<file path="src/hdl/crx_pkg.sv">
// Shared types, constants and helper functions for the clique repair and expand block.
`timescale 1ns / 1ps
`default_nettype none

package crx_pkg;

  // Matrix geometry
  localparam int MAX_NODES = 64;
  localparam int ROW_W     = MAX_NODES;
  localparam int IDX_W     = $clog2(MAX_NODES);
  localparam int CNT_W     = $clog2(MAX_NODES + 1);
  localparam int DEG_W     = 7;
  localparam int BEST_W    = DEG_W + 1;

  // Configuration register map
  localparam int APB_AW   = 3;
  localparam int APB_DW   = 32;
  localparam int REG_NODE_COUNT = 0;
  localparam logic [CNT_W-1:0] NODE_COUNT_RST = CNT_W'(MAX_NODES);

  // Input actions
  localparam logic ACT_LOAD = 1'b0;
  localparam logic ACT_RUN  = 1'b1;

  typedef struct packed {
    logic             action;
    logic [5:0]       row_index;
    logic [63:0]      row_bits;
    logic [63:0]      vertex_mask;
    logic [5:0]       start_index;
  } crx_in_t;

  typedef struct packed {
    logic [63:0]      clique_mask;
    logic [6:0]       clique_size;
  } crx_out_t;

  // Row store access between sequencer and memory
  typedef struct packed {
    logic             wr_en;
    logic [IDX_W-1:0] wr_idx;
    logic [ROW_W-1:0] wr_row;
    logic             rd_en;
    logic [IDX_W-1:0] rd_idx;
  } crx_mem_req_t;

  typedef struct packed {
    logic [ROW_W-1:0] row;
    logic [DEG_W-1:0] deg;
  } crx_mem_rsp_t;

  typedef enum logic [2:0] {
    ST_IDLE,
    ST_LOAD,
    ST_CHECK,
    ST_EXPAND,
    ST_FINAL
  } crx_state_t;

  // Count set bits of one row
  function automatic logic [DEG_W-1:0] popcount(input logic [ROW_W-1:0] v);
    logic [DEG_W-1:0] c;
    c = '0;
    for (int i = 0; i < ROW_W; i++) begin
      c = c + DEG_W'(v[i]);
    end
    return c;
  endfunction

  // Ones in every bit position below n
  function automatic logic [ROW_W-1:0] low_mask(input logic [CNT_W-1:0] n);
    logic [ROW_W-1:0] m;
    for (int i = 0; i < ROW_W; i++) begin
      m[i] = (CNT_W'(i) < n);
    end
    return m;
  endfunction

endpackage

`default_nettype wire

</file>
<file path="src/hdl/crx_store.sv">
// Adjacency row memory with degree computed on write and a registered read port.
`timescale 1ns / 1ps
`default_nettype none

module crx_store
  import crx_pkg::*;
(
  input  wire logic         clk,
  input  wire logic         rst_n,
  input  wire crx_mem_req_t req,
  output crx_mem_rsp_t      rsp
);

  logic [ROW_W+DEG_W-1:0] mem [MAX_NODES];

  logic                   wr_pend_r;
  logic [IDX_W-1:0]       wr_idx_r;
  logic [ROW_W-1:0]       wr_row_r;
  logic [ROW_W+DEG_W-1:0] rd_word_r;

  // Register the write word so the degree is counted from the staged copy
  always_ff @(posedge clk) begin
    if (!rst_n) begin
      wr_pend_r <= 1'b0;
    end else begin
      wr_pend_r <= req.wr_en;
    end
    if (req.wr_en) begin
      wr_idx_r <= req.wr_idx;
      wr_row_r <= req.wr_row;
    end
  end

  // Write row and its degree, read one entry per cycle while rd_en is set
  always_ff @(posedge clk) begin
    if (wr_pend_r) begin
      mem[wr_idx_r] <= {popcount(wr_row_r), wr_row_r};
    end
    if (req.rd_en) begin
      rd_word_r <= mem[req.rd_idx];
    end
  end

  assign rsp.deg = rd_word_r[ROW_W+DEG_W-1:ROW_W];
  assign rsp.row = rd_word_r[ROW_W-1:0];

endmodule

`default_nettype wire

</file>
<file path="src/hdl/clique_repair_and_expand_top.sv">
// Top level: load sequencer, repair/expand scan engine, output register and register port.
//
//   channel   | direction | handshake          | word
//   in_       | input     | in_valid/in_stall  | crx_in_t: load row or run on a vertex set
//   out_      | output    | out_valid/out_stall| crx_out_t: clique mask and size
//   APB       | config    | psel/penable/pready| node_count at byte address 0
//
// A load word passes through ST_LOAD before the next word is taken. A run word scans the row
// memory once per pass, one row per cycle through its single read port: a check pass for each
// vertex dropped by repair and one more, then an expand pass from the start index and a final
// pass. Reset clears control only; rows are undefined until loaded. A finished result
// waits in the output register; the next word is taken meanwhile, and a run that finishes
// while the previous result is still stalled holds until it is taken.
`timescale 1ns / 1ps
`default_nettype none

module clique_repair_and_expand_top
  import crx_pkg::*;
(
  input  wire logic              clk,
  input  wire logic              rst_n,
  // input words
  input  wire logic              in_valid,
  output logic                   in_stall,
  input  wire crx_in_t           in_data,
  // result words
  output logic                   out_valid,
  input  wire logic              out_stall,
  output crx_out_t               out_data,
  // configuration
  input  wire logic              psel,
  input  wire logic              penable,
  input  wire logic              pwrite,
  input  wire logic [APB_AW-1:0] paddr,
  input  wire logic [APB_DW-1:0] pwdata,
  output logic [APB_DW-1:0]      prdata,
  output logic                   pready
);

  crx_state_t       state_r, state_nxt;

  logic [CNT_W-1:0] node_count_r;
  logic [CNT_W-1:0] n_r, n_nxt;
  logic [CNT_W-1:0] addr_r, addr_nxt;
  logic [IDX_W-1:0] start_r, start_nxt;
  logic [ROW_W-1:0] set_r, set_nxt;
  logic             rd_vld_r;
  logic [IDX_W-1:0] rd_idx_r;
  logic             fail_r, fail_nxt;
  logic [IDX_W-1:0] best_r, best_nxt;
  logic [BEST_W-1:0] best_deg_r, best_deg_nxt;
  logic [CNT_W-1:0] cnt_r, cnt_nxt;
  logic             out_vld_r, out_vld_nxt;
  crx_out_t         out_word_r, out_word_nxt;

  crx_mem_req_t     mem_req;
  crx_mem_rsp_t     mem_rsp;

  logic             accept;
  logic             scan_st;
  logic             more;
  logic             issue;
  logic             pass_done;
  logic             out_busy;
  logic             cfg_wr;
  logic [CNT_W-1:0] n_use;
  logic [ROW_W-1:0] rd_bit;
  logic [ROW_W-1:0] others;
  logic             row_bad;
  logic             row_fits;

  // Register port
  assign pready = 1'b1;
  assign cfg_wr = psel && penable && pwrite && pready &&
                  (paddr[APB_AW-1:2] == (APB_AW-2)'(REG_NODE_COUNT));
  assign prdata = {{(APB_DW-CNT_W){1'b0}}, node_count_r};

  always_ff @(posedge clk) begin
    if (!rst_n) begin
      node_count_r <= NODE_COUNT_RST;
    end else if (cfg_wr) begin
      node_count_r <= pwdata[CNT_W-1:0];
    end
  end

  assign n_use = (node_count_r > CNT_W'(MAX_NODES)) ? CNT_W'(MAX_NODES) : node_count_r;

  // Scan bookkeeping
  assign accept    = in_valid && !in_stall;
  assign scan_st   = (state_r == ST_CHECK) || (state_r == ST_EXPAND) ||
                     (state_r == ST_FINAL);
  assign more      = (addr_r < n_r);
  assign pass_done = !more && !rd_vld_r;
  assign out_busy  = out_vld_r && out_stall;

  // Per-row tests on the returned word
  assign rd_bit   = ROW_W'(1) << rd_idx_r;
  assign others   = set_r & ~rd_bit;
  assign row_bad  = (set_r[rd_idx_r]) && ((mem_rsp.row & others) != others);
  assign row_fits = !set_r[rd_idx_r] && ((mem_rsp.row & set_r) == set_r);

  // Next state
  always_comb begin
    state_nxt = state_r;
    case (state_r)
      ST_IDLE: begin
        if (accept) begin
          state_nxt = (in_data.action == ACT_LOAD) ? ST_LOAD : ST_CHECK;
        end
      end
      ST_LOAD: begin
        state_nxt = ST_IDLE;
      end
      ST_CHECK: begin
        if (pass_done && !fail_r) begin
          state_nxt = ST_EXPAND;
        end
      end
      ST_EXPAND: begin
        if (pass_done) begin
          state_nxt = ST_FINAL;
        end
      end
      ST_FINAL: begin
        if (pass_done && !out_busy) begin
          state_nxt = ST_IDLE;
        end
      end
      default: begin
        state_nxt = ST_IDLE;
      end
    endcase
  end

  // State outputs
  always_comb begin
    in_stall = (state_r != ST_IDLE);
    issue    = scan_st && more;
  end

  // Memory requests
  always_comb begin
    mem_req.wr_en  = accept && (in_data.action == ACT_LOAD);
    mem_req.wr_idx = in_data.row_index;
    mem_req.wr_row = in_data.row_bits & low_mask(CNT_W'(MAX_NODES));
    mem_req.rd_en  = issue;
    mem_req.rd_idx = addr_r[IDX_W-1:0];
  end

  // Datapath
  always_comb begin
    n_nxt        = n_r;
    addr_nxt     = addr_r;
    start_nxt    = start_r;
    set_nxt      = set_r;
    fail_nxt     = fail_r;
    best_nxt     = best_r;
    best_deg_nxt = best_deg_r;
    cnt_nxt      = cnt_r;
    out_vld_nxt  = out_vld_r && out_stall;
    out_word_nxt = out_word_r;

    if (issue) begin
      addr_nxt = addr_r + CNT_W'(1);
    end

    case (state_r)
      ST_IDLE: begin
        // Take a run word: trim the set to the vertices in use
        if (accept && (in_data.action == ACT_RUN)) begin
          n_nxt        = n_use;
          set_nxt      = in_data.vertex_mask & low_mask(n_use);
          start_nxt    = in_data.start_index;
          addr_nxt     = '0;
          fail_nxt     = 1'b0;
          best_deg_nxt = '1;
        end
      end
      ST_CHECK: begin
        // Test clique and track least-degree chosen vertex
        if (rd_vld_r && set_r[rd_idx_r]) begin
          if (row_bad) begin
            fail_nxt = 1'b1;
          end
          if (BEST_W'(mem_rsp.deg) < best_deg_r) begin
            best_deg_nxt = BEST_W'(mem_rsp.deg);
            best_nxt     = rd_idx_r;
          end
        end
        if (pass_done) begin
          if (fail_r) begin
            // Drop the weakest vertex and test again
            set_nxt[best_r] = 1'b0;
            addr_nxt        = '0;
            fail_nxt        = 1'b0;
            best_deg_nxt    = '1;
          end else begin
            addr_nxt = CNT_W'(start_r);
          end
        end
      end
      ST_EXPAND: begin
        // Add each candidate from the start index upward that is adjacent to every chosen vertex
        if (rd_vld_r && row_fits) begin
          set_nxt[rd_idx_r] = 1'b1;
        end
        if (pass_done) begin
          addr_nxt = '0;
          fail_nxt = 1'b0;
          cnt_nxt  = '0;
        end
      end
      ST_FINAL: begin
        // Confirm clique and count members
        if (rd_vld_r && set_r[rd_idx_r]) begin
          cnt_nxt = cnt_r + CNT_W'(1);
          if (row_bad) begin
            fail_nxt = 1'b1;
          end
        end
        if (pass_done && !out_busy) begin
          out_vld_nxt              = 1'b1;
          out_word_nxt.clique_mask = set_r;
          out_word_nxt.clique_size = fail_r ? '0 : cnt_r;
        end
      end
      default: begin
      end
    endcase
  end

  // Control registers
  always_ff @(posedge clk) begin
    if (!rst_n) begin
      state_r   <= ST_IDLE;
      rd_vld_r  <= 1'b0;
      out_vld_r <= 1'b0;
      addr_r    <= '0;
      n_r       <= '0;
    end else begin
      state_r   <= state_nxt;
      rd_vld_r  <= issue;
      out_vld_r <= out_vld_nxt;
      addr_r    <= addr_nxt;
      n_r       <= n_nxt;
    end
  end

  // Payload registers
  always_ff @(posedge clk) begin
    rd_idx_r   <= addr_r[IDX_W-1:0];
    start_r    <= start_nxt;
    set_r      <= set_nxt;
    fail_r     <= fail_nxt;
    best_r     <= best_nxt;
    best_deg_r <= best_deg_nxt;
    cnt_r      <= cnt_nxt;
    out_word_r <= out_word_nxt;
  end

  assign out_valid = out_vld_r;
  assign out_data  = out_word_r;

  crx_store u_store (
    .clk   (clk),
    .rst_n (rst_n),
    .req   (mem_req),
    .rsp   (mem_rsp)
  );

endmodule

`default_nettype wire

</file>
<file path="config.mk">
export PLATFORM = sky130hd
export DESIGN_NAME = clique_repair_and_expand_top
export DESIGN_NICKNAME = d
export VERILOG_FILES = /design/src/hdl/crx_pkg.sv /design/src/hdl/crx_store.sv /design/src/hdl/clique_repair_and_expand_top.sv
export SDC_FILE = /design/constraint.sdc
export NUM_CORES = 2
export LEC_CHECK = 0
export BUFFER_PORTS_ARGS = -buffer_cell sky130_fd_sc_hd__buf_2
export CORE_MARGIN = 2
export CORE_UTILIZATION = 50
export CTS_BUF_LIST = sky130_fd_sc_hd__clkbuf_8
export CTS_CLUSTER_DIAMETER = 40
export DETAILED_ROUTE_END_ITERATION = 7
export GPL_TIMING_DRIVEN = 0
export HOLD_SLACK_MARGIN = 0.03
export PLACE_DENSITY_LB_ADDON = 0.2
export SLEW_MARGIN = 20
export SYNTH_ARGS = -nofsm -noshare
export SYNTH_HDL_FRONTEND = slang
export SYNTH_MEMORY_MAX_BITS = 65536
export SYNTH_SLANG_ARGS = --single-unit
</file>
<file path="constraint.sdc">
create_clock -name clk -period 8.73 [get_ports clk]
set_clock_uncertainty 0.1 [all_clocks]
set_input_delay 0.873 -clock clk [delete_from_list [all_inputs] [get_ports clk]]
set_output_delay 0.873 -clock clk [all_outputs]
set_load 0.005 [all_outputs]
</file>
# Word-level counts from Yosys, hierarchy flattened
# Memory sizes are Yosys's and may differ from the RTL's. A register that Yosys moved wholly into a read port is not among the register bits.
# Index checks and enable logic that the tools add are counted.
# totals
regBits	266
ram_bits	4544
inputBits	183
out_inout_bits	106
word_cells	263
mem_count	1
# classes
n_addsub	65
order_cmp	71
n_eq_ne	14
shifts	1
n_mux	44
n_bitwise	10
reduce_logical	39
# mem_list
memory	depth	word_bits	rd	rd_clocked_by_memory_dff	wr	line_no	source
u_store.mem	64	71	1	1	1	crx_store.sv:14	logic [ROW_W+DEG_W-1:0] mem [MAX_NODES];
# op_table
op	n
7-bit by 1-bit adder with 7-bit output	62
64-bit AND	5
64-bit 2-to-1 mux	4
6-bit by 7-bit less-than comparator with 1-bit output (first input constant)	32
64-bit case mux with 3 select lines	1
64-bit inverter	2
5-bit by 7-bit less-than comparator with 1-bit output (first input constant)	16
64-bit == test	1
64-bit != test	1
64-bit OR	1
1-bit by 6-bit left shift with 64-bit output (first input constant)	1
4-bit by 7-bit less-than comparator with 1-bit output (first input constant)	8
7-bit 2-to-1 mux	7
8-bit 2-to-1 mux	5
3-bit by 7-bit less-than comparator with 1-bit output (first input constant)	4
7-bit case mux with 3 select lines	1
1-bit logical AND	17
8-bit case mux with 2 select lines	1
7-bit by 1-bit adder with 7-bit output (second input constant)	2
1-bit by 7-bit less-than comparator with 1-bit output (first input constant)	2
2-bit by 7-bit less-than comparator with 1-bit output (first input constant)	2
6-bit by 7-bit less-than comparator with 1-bit output (second input constant)	2
7-bit case mux with 2 select lines	1
1-bit 2-to-1 mux	13
other kinds (27)	53

# Depth between registers and ports, before layout
# depth
word_depth	63
ltp_mapped	21
ltp_nobuf	21

# Hierarchy
# Synthesis repeated with hierarchy kept, for this count alone.
# unflattened
hier_cells	8794
area_unflattened_um2	189541.8
# by_module_without_submodules
module	instances	cells_per_inst	area_each_um2	seq_area_each_um2
crx_store	1	7653	178240.9	140704.9
clique_repair_and_expand_top	1	1141	11300.8	5535.3

# Worst setup path after synthesis
# OpenSTA, ideal clock, no wires.
# synth_path
path_type	flip-flop to flip-flop
startpoint	reg u_store.wr_row_r[48]
endpoint	mem u_store.mem[0][68] in the netlist's numbering (data pin)
setup_ns	0.535
arrival_ns	8.081
required_ns	8.095
path_slack_ns	0.013
stages_incl_launch_ff	20
path_buffers	0
synth_period_minus_slack_ns	8.717
path_cell_list	edfxtp_1 -> inv_1 -> fa_1 -> inv_1 -> fa_1 -> inv_1 -> fa_1 -> inv_1 -> fa_1 -> fa_1 -> fa_1 -> inv_1 -> fa_1 -> fa_1 -> fa_1 -> fa_1 -> nor2b_1 -> o21ai_0 -> nand2b_1 -> xor2_1
# synth_via
elab_chain_len	16
# synth_rtl
element	line_no	source
start, declared	crx_store.sv:18	logic [ROW_W-1:0] wr_row_r;
start signal, assigned	crx_store.sv:30	wr_row_r <= req.wr_row;
7-bit by 1-bit adder with 7-bit output (16 in series)	crx_pkg.sv:65	c = c + DEG_W'(v[i]);
end, declared	crx_store.sv:14	
# Every way passes these cells.

# Worst setup path after layout
# layout_path
startpoint	reg u_store.wr_row_r[48]
endpoint	mem u_store.mem[56][66] in the netlist's numbering (data pin)
# Same word-level chain as after synthesis.

==> results.txt <==
Placed cell count = 13640
Crit path max-delay family = adder cells
Status = finished, final reports clean
Reg2Reg Setup Slack = 0.68 ns
Routability congestion estimate = 0.9018
Hpwl dp = 380800 um
Hold EP = set_r[10]
Post-synth EDFFs = 4848
Power, Total = 96.62 mW
DIE HEIGHT = 618.6 um
Final Util = 0.5933
GRT Total Usage = 0.2833
Async S/R FF share, synth = 0
Lkg Pwr = 69.98 nW
Final Hold Fails = 0
FF+latch count, synth = 4881
PortBufs = 235
Initial core utilization = 0.5025
Hold Path Stages = 3
Pre-antenna DRT Iters = 8
Final setup vio count = 0
Final wirelength = 541600 um
Hold_sp = in_data[16]
Reg2Reg Depth = 21
Post-CTS setup buffers = 0
FF+latch area = 146200 um2
Top cell by count, worst path = fa_1
DR WL/cell = 35.55 um
Routed vias/inst = 6.272
Number of global-route vias before repair = 96870
Slew HR = 0.2221
Yosys warns = 0
Power per cell area = 433.3 nW/um2
Met3 usage in global routing = 0.05490
Clock-pin slew on the worst setup and hold paths = 0.06 ns
Period utilization = 0.9218
CP max FO = 25
Gr busiest metal = met2
Nets = 9847
Core Area = 375800 um2
Worst Setup Start Kind = flip-flop
Met1 Resource Use GR = 0.3877
CP cell instances = buf_8 -> buf_8 -> inv_1 -> fa_1 -> inv_1 -> fa_1 -> inv_1 -> fa_1 -> inv_1 -> fa_1 -> fa_1 -> fa_1 -> inv_1 -> fa_1 -> fa_1 -> fa_1 -> fa_1 -> xnor2_2 -> buf_6 -> buf_6 -> buf_6
Post-CTS sizing = 0
GR Util met2 = 0.4481
Largest net degree at the start of global routing = 49
# rows = 225
Max Cap Violations = 0
Peak VDD IR = 4.318 mV
First-pass GRT wire length = 747800 um
Area occupied by multi-input gates = 40950 um2
Skew-Pair Late Insertion Delay = 1.28 ns
Synth unique cells = 67
Worst EP arrival = 9.00 ns
Num ports = 289
Antenna Nets Post-Route = 0
Root buffer cell = clkbuf_8
Post-synth top area cell = edfxtp_1
RSZ-0062 raised after global routing = false
Synthesized cell area = 188900 um2
Worst path required time = 9.68 ns
Fraction of layout cells with a size suffix above 1 = 0.3473
Post-CTS Hold Fix Bufs = 151
Die area = 382600 um2
Top area cells in the synthesized netlist = edfxtp_1 77%, mux4_2 18%, fa_1 0.57%, clkbuf_1 0.52%, a21oi_1 0.36%
RR Startpoint = u_store.wr_row_r[48]
DIE WIDTH = 618.6 um
Area grow syn2layout = 18.07%
# H-tree levels = 6
Clk sinks = 4881
Fin crit period = 8.047 ns
Fin cells = 15230
Cell count after synthesis = 7858
CP endpoint kind = flip-flop
Drt first-iter violations = 13810
Slowest CP cell = edfxtp_1
Initial antenna violation count = 49
Top cell type's share of synthesized area = 0.7708
Synthesized area per cell = 24.03 um2
TritonCTS clock tree = done
Min-Delay Path Class = input pin to flip-flop
Worst path bufs/invs = 10
Hold Worst Slack = 0.1608 ns
CTS Buffer Depth = 4
Num CTS Buffers = 782
Fillers = 26140
Setup CP Type = flip-flop to flip-flop
Max incr delay on CP = 0.66 ns
Slew Viols, Final = 0
Worst Tran Pin Value = 1.167 ns
Sequential area share after synthesis = 0.7743
Vias = 95550
Drc violations = 0
Worst r2r dst = u_store.mem[56][66]
Gr ovfl total = 0
Ys flop type = edfxtp_1
Setup TNS = 0 ns
Fmax = 124.3 MHz
-- area by class of cell --
cell class | count | share of cell area
flip-flops and latches | 4881 | 0.6558
multi-input cells | 2467 | 0.1836
repair buffers | 914 | 0.05573
clock buffers | 784 | 0.04839
well taps | 4994 | 0.02802
clock inverters | 624 | 0.01711
plain buffers | 436 | 0.009231
inverters | 98 | 0.001650
diodes | 35 | 0.0003928
-- flip-flops by register name (all words and copies together), names as in the netlist, 7 cells and up --
register,count
u_store.mem,4544
out_data,71
u_store.rd_word_r,71
set_r,64
u_store.wr_row_r,64
best_deg_r,8
addr_r,7
cnt_r,7
n_r,7
node_count_r,7
-- power by group --
part           switching [mW]  internal [mW]  total, mW
sequential              0.758           40.6       41.4
combinational            23.7           13.1       36.7
clock                    9.22           9.28       18.5
-- placed cells by master, fill, tap and decap left out, types with 58 or more instances in the layout --
cell type         n
buf_12          210
nor2_1           70
nor2_4           60
buf_16          103
buf_2           325
inv_1           370
clkbuf_1        204
buf_8           127
a21oi_1         136
dlygate4sd3_1   151
o21ai_0         103
clkinv_1        167
nand2_1          62
nand2b_1         64
mux4_2         1505
clkbuf_2         58
edfxtp_1       4848
buf_4            93
clkbuf_8        784
clkinv_2         73
-- routing by layer --
metal | share of wire | wire, um | vias to the layer above
met4 | 0.049 | 26620 | 14
met5 | 0.00022 | 120 | -
met2 | 0.48 | 257700 | 6020
met3 | 0.098 | 52890 | 993
met1 | 0.38 | 204200 | 51030
li1 | - | - | 37490
-- worst register-to-register path, stage by stage, from the launching register on --
cell and delay, ns:
edfxtp_1 0.66, buf_8 0.27, buf_8 0.23, inv_1 0.11
fa_1 0.53, inv_1 0.05, fa_1 0.49, inv_1 0.12
fa_1 0.57, inv_1 0.09, fa_1 0.50, fa_1 0.44
fa_1 0.53, inv_1 0.05, fa_1 0.49, fa_1 0.45
fa_1 0.48, fa_1 0.50, xnor2_2 0.51, buf_6 0.28
buf_6 0.22, buf_6 0.21
-- worst max-delay path by stage --
stage | startpoint | to | cells past startpoint
6_report | u_store.wr_row_r[48] | u_store.mem[56][66] | 21
5_1_grt | u_store.wr_row_r[48] | u_store.mem[56][66] | 21
4_1_cts | u_store.wr_row_r[48] | u_store.mem[57][66] | 21
3_5_place_dp | u_store.wr_row_r[48] | u_store.mem[59][66] | 21
3_3_place_gp | in_data[140] | u_store.wr_pend_r | 3
2_1_floorplan | u_store.wr_row_r[48] | u_store.mem[0][68] | 19
-- per-stage QoR --
stage	setup WS [ns]	cell area, um2
2_1_floorplan	0.01340	188900
3_3_place_gp	-8.150	196400
3_5_place_dp	0.7071	206700
4_1_cts	0.6720	222800
5_1_grt	0.3037	222900
6_report	0.6829	223000
-- cells by family after synthesis --
kind of cell,share of synthesized area
adders and majority gates,0.007712
muxes,0.1807
buffers and inverters,0.01238
other,0.00003977
DFF,0.7743
AOI/OAI and AO/OA,0.01161
and+or+nand+nor,0.01254
xor gates and xnor gates,0.0006957
-- synthesized netlist by cell type (39+ instances only) --
library cell / count
buf_2: 86
mux4_2: 1505
clkbuf_1: 261
nor2_1: 130
a21oi_1: 136
nand2b_1: 64
edfxtp_1: 4848
buf_1: 39
o21ai_0: 104
fa_1: 54
inv_1: 96
nand2_1: 62
buf_4: 40
Power figures use the tool's default switching activity.
